$ cat config.mk
export PLATFORM = sky130hd
export DESIGN_NAME = qft_queue
export DESIGN_NICKNAME = d
export VERILOG_FILES = /design/src/sv/qft_pkg.sv /design/src/sv/qft_queue.sv
export SDC_FILE = /design/constraint.sdc
export NUM_CORES = 1
export LEC_CHECK = 0
export BUFFER_PORTS_ARGS = -buffer_cell sky130_fd_sc_hd__buf_2
export CAP_MARGIN = 20
export CORE_MARGIN = 1.5
export CORE_UTILIZATION = 50
export CTS_BUF_LIST = sky130_fd_sc_hd__clkbuf_4 sky130_fd_sc_hd__clkbuf_8 sky130_fd_sc_hd__clkbuf_16
export DETAILED_ROUTE_END_ITERATION = 8
export GPL_ROUTABILITY_DRIVEN = 0
export PLACE_DENSITY = 0.71
export SKIP_LAST_GASP = 1
export SLEW_MARGIN = 40
export SYNTH_ARGS = -nofsm -noshare
export SYNTH_HDL_FRONTEND = slang
export SYNTH_SLANG_ARGS = --single-unit
$ cat constraint.sdc
create_clock -name clk -period 24.9 [get_ports clk]
set_input_delay 2.49 -clock clk [delete_from_list [all_inputs] [get_ports clk]]
set_output_delay 2.49 -clock clk [all_outputs]
set_load 0.005 [all_outputs]
$ cat src/sv/qft_pkg.sv
// shared widths, codes and types of the quaternion frame transform
// no dependencies
package qft_pkg;

	localparam int COORD_BITS = 32;
	localparam int QUAT_BITS  = 16;

	// quaternion products, norm and scaled rotation matrix
	localparam int PROD_W = 2 * QUAT_BITS;
	localparam int NORM_W = 2 * QUAT_BITS + 1;
	localparam int MAT_W  = 2 * QUAT_BITS + 2;
	// point vector after offset and remap
	localparam int VEC_W  = COORD_BITS + 2;
	// matrix times vector
	localparam int MV_W   = MAT_W + VEC_W;
	localparam int SUM_W  = MV_W + 2;
	// quotient magnitude bits, one divider stage each
	localparam int QUO_W  = COORD_BITS + 2;
	localparam int RND_W  = QUO_W + 1;
	localparam int RES_W  = QUO_W + 2;
	localparam int FIN_W  = RES_W + 1;

	// queue between front and back
	localparam int QDEPTH = 4;
	localparam int QPTR_W = 2;

	// configuration register indexes
	localparam int CFG_IDX_W = 2;
	localparam logic [CFG_IDX_W-1:0] REG_OFFSET_X = 2'd0;
	localparam logic [CFG_IDX_W-1:0] REG_OFFSET_Y = 2'd1;
	localparam logic [CFG_IDX_W-1:0] REG_OFFSET_Z = 2'd2;

	// direction commands
	localparam logic CMD_CAM_TO_WORLD = 1'b0;
	localparam logic CMD_WORLD_TO_CAM = 1'b1;

	typedef logic signed [COORD_BITS-1:0] coord_t;
	typedef logic signed [QUAT_BITS-1:0]  quat_t;

	// one classified request as it waits for the back end
	typedef struct packed {
		logic                       cmd;
		logic                       zero;
		logic [NORM_W-1:0]          norm;
		logic [8:0][MAT_W-1:0]      mat;
		logic [2:0][VEC_W-1:0]      vec;
	} work_t;

endpackage

$ cat src/sv/qft_queue.sv
// short queue between front and back ends
// depends on qft_pkg
module qft_queue (
	input  logic            clk,
	input  logic            arst_n,
	input  logic            push_valid,
	input  qft_pkg::work_t  push_data,
	output logic            full,
	output logic            pop_valid,
	input  logic            pop_ready,
	output qft_pkg::work_t  pop_data
);

	qft_pkg::work_t                 entry_q [qft_pkg::QDEPTH];
	logic [qft_pkg::QPTR_W-1:0]     wr_ptr_q, rd_ptr_q;
	logic [qft_pkg::QPTR_W:0]       count_q;
	logic                           do_push, do_pop;

	assign full      = (count_q == (qft_pkg::QPTR_W+1)'(qft_pkg::QDEPTH));
	assign pop_valid = (count_q != '0);
	assign pop_data  = entry_q[rd_ptr_q];
	assign do_push   = push_valid && !full;
	assign do_pop    = pop_valid && pop_ready;

	// pointers and fill count
	always_ff @(posedge clk or negedge arst_n) begin
		if (!arst_n) begin
			wr_ptr_q <= '0;
			rd_ptr_q <= '0;
			count_q  <= '0;
		end else begin
			if (do_push) begin
				wr_ptr_q <= wr_ptr_q + 1'b1;
			end
			if (do_pop) begin
				rd_ptr_q <= rd_ptr_q + 1'b1;
			end
			if (do_push && !do_pop) begin
				count_q <= count_q + 1'b1;
			end else if (!do_push && do_pop) begin
				count_q <= count_q - 1'b1;
			end
		end
	end

	// entry storage
	always_ff @(posedge clk) begin
		if (do_push) begin
			entry_q[wr_ptr_q] <= push_data;
		end
	end

endmodule

**Yosys cells after proc, flatten, opt, wreduce, memory -nomap -nowiden**

Memories as Yosys holds them, arrays and structs flattened.
Cells that the tools add are included.

- Register bits: 7
- Bits in latches: 0
- RAM bits: 1772
- ROM bits: 0
- Output and inout bits: 445
- Logic and storage cells: 22
- Memories kept: 1

- Add/sub/neg operators: 4
- Multiply operators: 0
- Div/mod/pow operators: 0
- $lt $le $gt $ge: 0
- Eq/ne operators: 1
- Shift operators: 0
- Mux-type cells: 4
- Bitwise logic cells: 0
- Reduce and logical (&&, ||, !) cells: 9

Memories:

| memory | depth | width | read ports | clocked after memory_dff | wr ports | RTL line | source |
|---|---|---|---|---|---|---|---|
| entry_q | 4 | 443 | 1 | 0 | 1 | qft_queue.sv:14 | `qft_pkg::work_t entry_q [qft_pkg::QDEPTH];` |

Operators by type and width:

| cell | count |
|---|---|
| $mux 3 | 2 |
| $add 2x1->2 const B | 2 |
| $logic_and 1x1->1 | 4 |
| $add 3x1->3 const B | 1 |
| $eq 3x3->1 const B | 1 |
| $logic_not 1->1 | 3 |
| $reduce_bool 3->1 | 1 |
| $sub 3x1->3 const B | 1 |
| $mux 1 | 2 |
| $reduce_bool 2->1 | 1 |

**Depth between registers and ports, before layout**

- Word-level depth: 7
- Gate-level depth with buffers: 9

**Worst setup path after synthesis**

Ideal clock, no wire load.

- Path type: input to register
- Start point: input push_valid
- End point: memory entry_q[0][0] (netlist bit), enable pin
- Library setup time: 0.864 ns
- Arrival time: 12.873 ns
- Data required time: 24.036 ns
- Setup slack: 11.162 ns
- Cell stages on the path: 3
- Cell sequence: nor2b_1 clkbuf_1 and2_1

- Word-level cells in the longest chain between the ends: 3

Ends and longest elaborated chain:

| what | RTL line | source |
|---|---|---|
| from (decl) | qft_queue.sv:6 | `input logic push_valid,` |
| $logic_and 1x1->1 | qft_queue.sv:22 | `assign do_push = push_valid && !full;` |
| net do_push | qft_queue.sv:17 | `logic do_push, do_pop;` |
| $mux 1 | qft_queue.sv:48 | `if (do_push) begin` |
| $mux 1 (implied by the code) | qft_queue.sv:49 | `entry_q[wr_ptr_q] <= push_data;` |
| to (decl) | qft_queue.sv:14 |  |

The timed path passes the listed nets, and every way through them passes these cells.

==> run_results.csv <==
group,metric,value,unit
synth,muxShareOfSynthArea,15.6,%
timing,setup_viol,0,
routing,drtPass1Iterations,5,
critical_path,worstPathArrival,4.73,ns
floorplanning,initial_utilization,50.3,%
power_and_ir_drop,power_frac_comb,27.8,%
layout,drive_gt1_share,47.4,%
cts,cts_made_buffers,174,
floorplanning,die_h,361,um
routing,drc_errors,0,
synth,synth_compound_area_share,0,%
timing,tns,0,ns
synth,yosysWarnings,0,
synth,synth.distinct_cells,21,
timing,slew_headroom,48.2,%
cts,cts_tree,"built",
synth,synth_fa_ha_area_share,0.129,%
power_and_ir_drop,irDropWorstVdd,0.0907,mV
global_route,grt_overflow,0,
power_and_ir_drop,p_sw,2.61,mW
floorplanning,die_area,131000,sq um
global_route,grt_usage,20.9,%
routing,num_vias,29281,
routing,ant_nets,0,
routing,viasPerCell,5.62,
routing,met1Wirelength,49200,um
run,maxCapViolations,0,
critical_path,slowest_delay,0.67,ns
routing,top_layer,"met5",
critical_path,critical_path_class,"reg2out",
timing,finalCritPeriodShare,29.0,%
critical_path,cp_common_cell,"buf_6",
synth,syn-num-nets,2802,
timing,fmax,138,MHz
timing,tightest_slew,0.778,ns
critical_path,cp.depth,6,
critical_path,cp-endpoint,"pop_data[179]",
placed_design,io_buffer_count,891,
routing,wl_per_cell,26.4,um
timing,hold_viol,0,
timing,fin_crit,7.22,ns
floorplanning,io_pins,892,
placed_design,dp_hpwl,86700,um
layout,layout_common_cells,"edfxtp_1 (1772), buf_2 (891), mux4_2 (443)",
routing,met2_length,69100,um
critical_path,cp_num_buf_inv,5,
cts,post_cts_buffers,0,
floorplanning,rows,131,
synth,synthXorXnorAreaFrac,0.0819,%
synth,syn_avg_cell_area,27.3,sq um
critical_path,reg2reg_to,"entry_q[3][178]$_DFFE_PP_",
routing,drtIter0Drc,2712,
run_status,status,"complete, no violations",
critical_path,cp-start-kind,"flop",
layout,fin_util,60.1,%
cts,ctsResizeCount,0,
critical_path,path_cells,"buf_6, buf_6, buf_6, buf_4, mux4_2, buf_2",
critical_path,ff2ff_setup_slack,19.92,ns
critical_path,critical-path-top-delay-family,"buffers and inverters",
critical_path,worstPathRequired,22.41,ns
critical_path,crit_fanout,50,
cts,h-tree-depth,4,
power_and_ir_drop,switching_share,28.4,%
synth,synth_simple_gate_area_share,0.0897,%
placed_design,placedCellCount,4844,
global_route,antenna_found_initial,74,
timing,clock_skew,0.0391,ns
power_and_ir_drop,clkPwrFrac,27.8,%
power_and_ir_drop,power,9.21,mW
layout,finalNonFillerCells,5206,
critical_path,startpoint,"rd_ptr_q[0]$_DFFE_PN0P_",
routing,routed_wl,137000,um
cts,clock_path_buffers,3,
critical_path,reg2reg_depth,7,
global_route,grt_pass1_wl,198000,um
synth,synth_top_family_by_area,"multiplexers",
timing,grt_setup_unrepaired,"no",
layout,nFillCells,8726,
cts,cts_num_sinks,1779,
synth,syn_inst,2349,
layout,layout_commonest_cell,"edfxtp_1",
critical_path,r2r_start,"count_q[2]$_DFFE_PN0P_",
cts,cts_hold_buf,0,
synth,ys_seq_area_share,83.2,%
worst_hold_path,hp-class,"reg2reg",
global_route,grt_max_degree,134,
power_and_ir_drop,leakage,25.9,nW
power_and_ir_drop,p_int,6.60,mW
cts,clkTransAtPathRegs,0.06,ns
timing,slew_viol_final,0,
floorplanning,core,128000,sq um
cts,clk_latency,0.81,ns
critical_path,cp-end-kind,"primary output",
floorplanning,die_width,361,um
power_and_ir_drop,pwr_density_cell,120,nW/um^2
cts,ctsRootBufferMaster,"clkbuf_16",
power_and_ir_drop,p_seq_share,44.4,%
critical_path,slowest_stage,"buf_4",
layout,final_nets,3816,
global_route,grt_pass1_vias,29931,
layout,area.growth.synth_to_final,19.4,%
synth,netlist_area,64200,sq um
synth,ys_seq_elements,1779,
routing,met3_length,14600,um
-- stage by stage --
step / hold slack, ns / cell area, sq um / worst slack, ns
finish: 0.484 / 76600 / 17.68
global route: 0.509 / 76600 / 17.18
CTS: 0.485 / 76400 / 16.74
detailed placement: 0.474 / 70700 / 17.62
global placement: 0.462 / 70500 / 17.11
floorplan: 0.447 / 64200 / 11.16
-- layer usage --
metal  vias up  global-route usage [%]
met5         -                       0
met4        64                    7.18
met3       295                    8.85
met2      1176                    34.0
met1     15364                    25.1
li1      12382                       -
-- layout make-up --
class	count	area (sq um)	area share, %
sequential	1779	53400	69.7
clock buffer	217	4710	6.14
clock inverter	99	948	1.24
multi-input combinational	467	10200	13.3
tap	1662	2080	2.71
inverter	3	11.3	0.0147
timing repair buffer	938	5180	6.76
antenna	41	103	0.134
-- power by group through the flow --
stage / logic, mW / clock network, mW / registers [mW]
5_1_grt: 2.73 / 2.72 / 4.13
2_1_floorplan: 1.51 / 0 / 4.40
6_report: 2.56 / 2.56 / 4.09
3_3_place_gp: 2.55 / 0 / 4.15
4_1_cts: 2.59 / 2.61 / 4.11
3_5_place_dp: 2.58 / 0 / 4.17
-- Yosys cell counts --
cell type | number | share of area [%]
edfxtp_1 | 1772 | 83
mux4_2 | 443 | 16
buf_2 | 33 | 0.26
buf_4 | 30 | 0.35
buf_1 | 18 | 0.11
clkbuf_1 | 12 | 0.070
buf_6 | 7 | 0.12
dfrtp_1 | 7 | 0.27
ha_1 | 5 | 0.097
and2_1 | 4 | 0.039
xnor2_1 | 4 | 0.055
inv_1 | 3 | 0.018
mux2_2 | 2 | 0.035
xor2_1 | 2 | 0.027
fa_1 | 1 | 0.031
nand2_1 | 1 | 0.0058
nand3_1 | 1 | 0.0078
nor2_1 | 1 | 0.0058
nor2b_1 | 1 | 0.0098
nor3b_1 | 1 | 0.012
or3_1 | 1 | 0.0098
-- state kept, by name, summed over array words and instances, names as in the netlist --
signal    cells
entry_q    1772
rd_ptr_q      2
count_q       3
wr_ptr_q      2
-- worst min-delay path by stage --
stage	start	endpoint	slack, ns	cells after the start
floorplan	count_q[2]$_DFFE_PN0P_	count_q[2]$_DFFE_PN0P_	0.45	1
global placement	count_q[2]$_DFFE_PN0P_	count_q[2]$_DFFE_PN0P_	0.46	1
detailed placement	count_q[2]$_DFFE_PN0P_	count_q[2]$_DFFE_PN0P_	0.47	1
CTS	count_q[2]$_DFFE_PN0P_	count_q[2]$_DFFE_PN0P_	0.49	1
global route	count_q[2]$_DFFE_PN0P_	count_q[2]$_DFFE_PN0P_	0.51	1
finish	count_q[2]$_DFFE_PN0P_	count_q[2]$_DFFE_PN0P_	0.48	1
-- logic make-up after synthesis --
kind of cell | Yosys count
mux | 445
xor+xnor | 6
simple gates | 10
buf+inv | 103
fa+ha+maj | 6
flops | 1779
No activity file was read; power rests on OpenSTA's default activity.
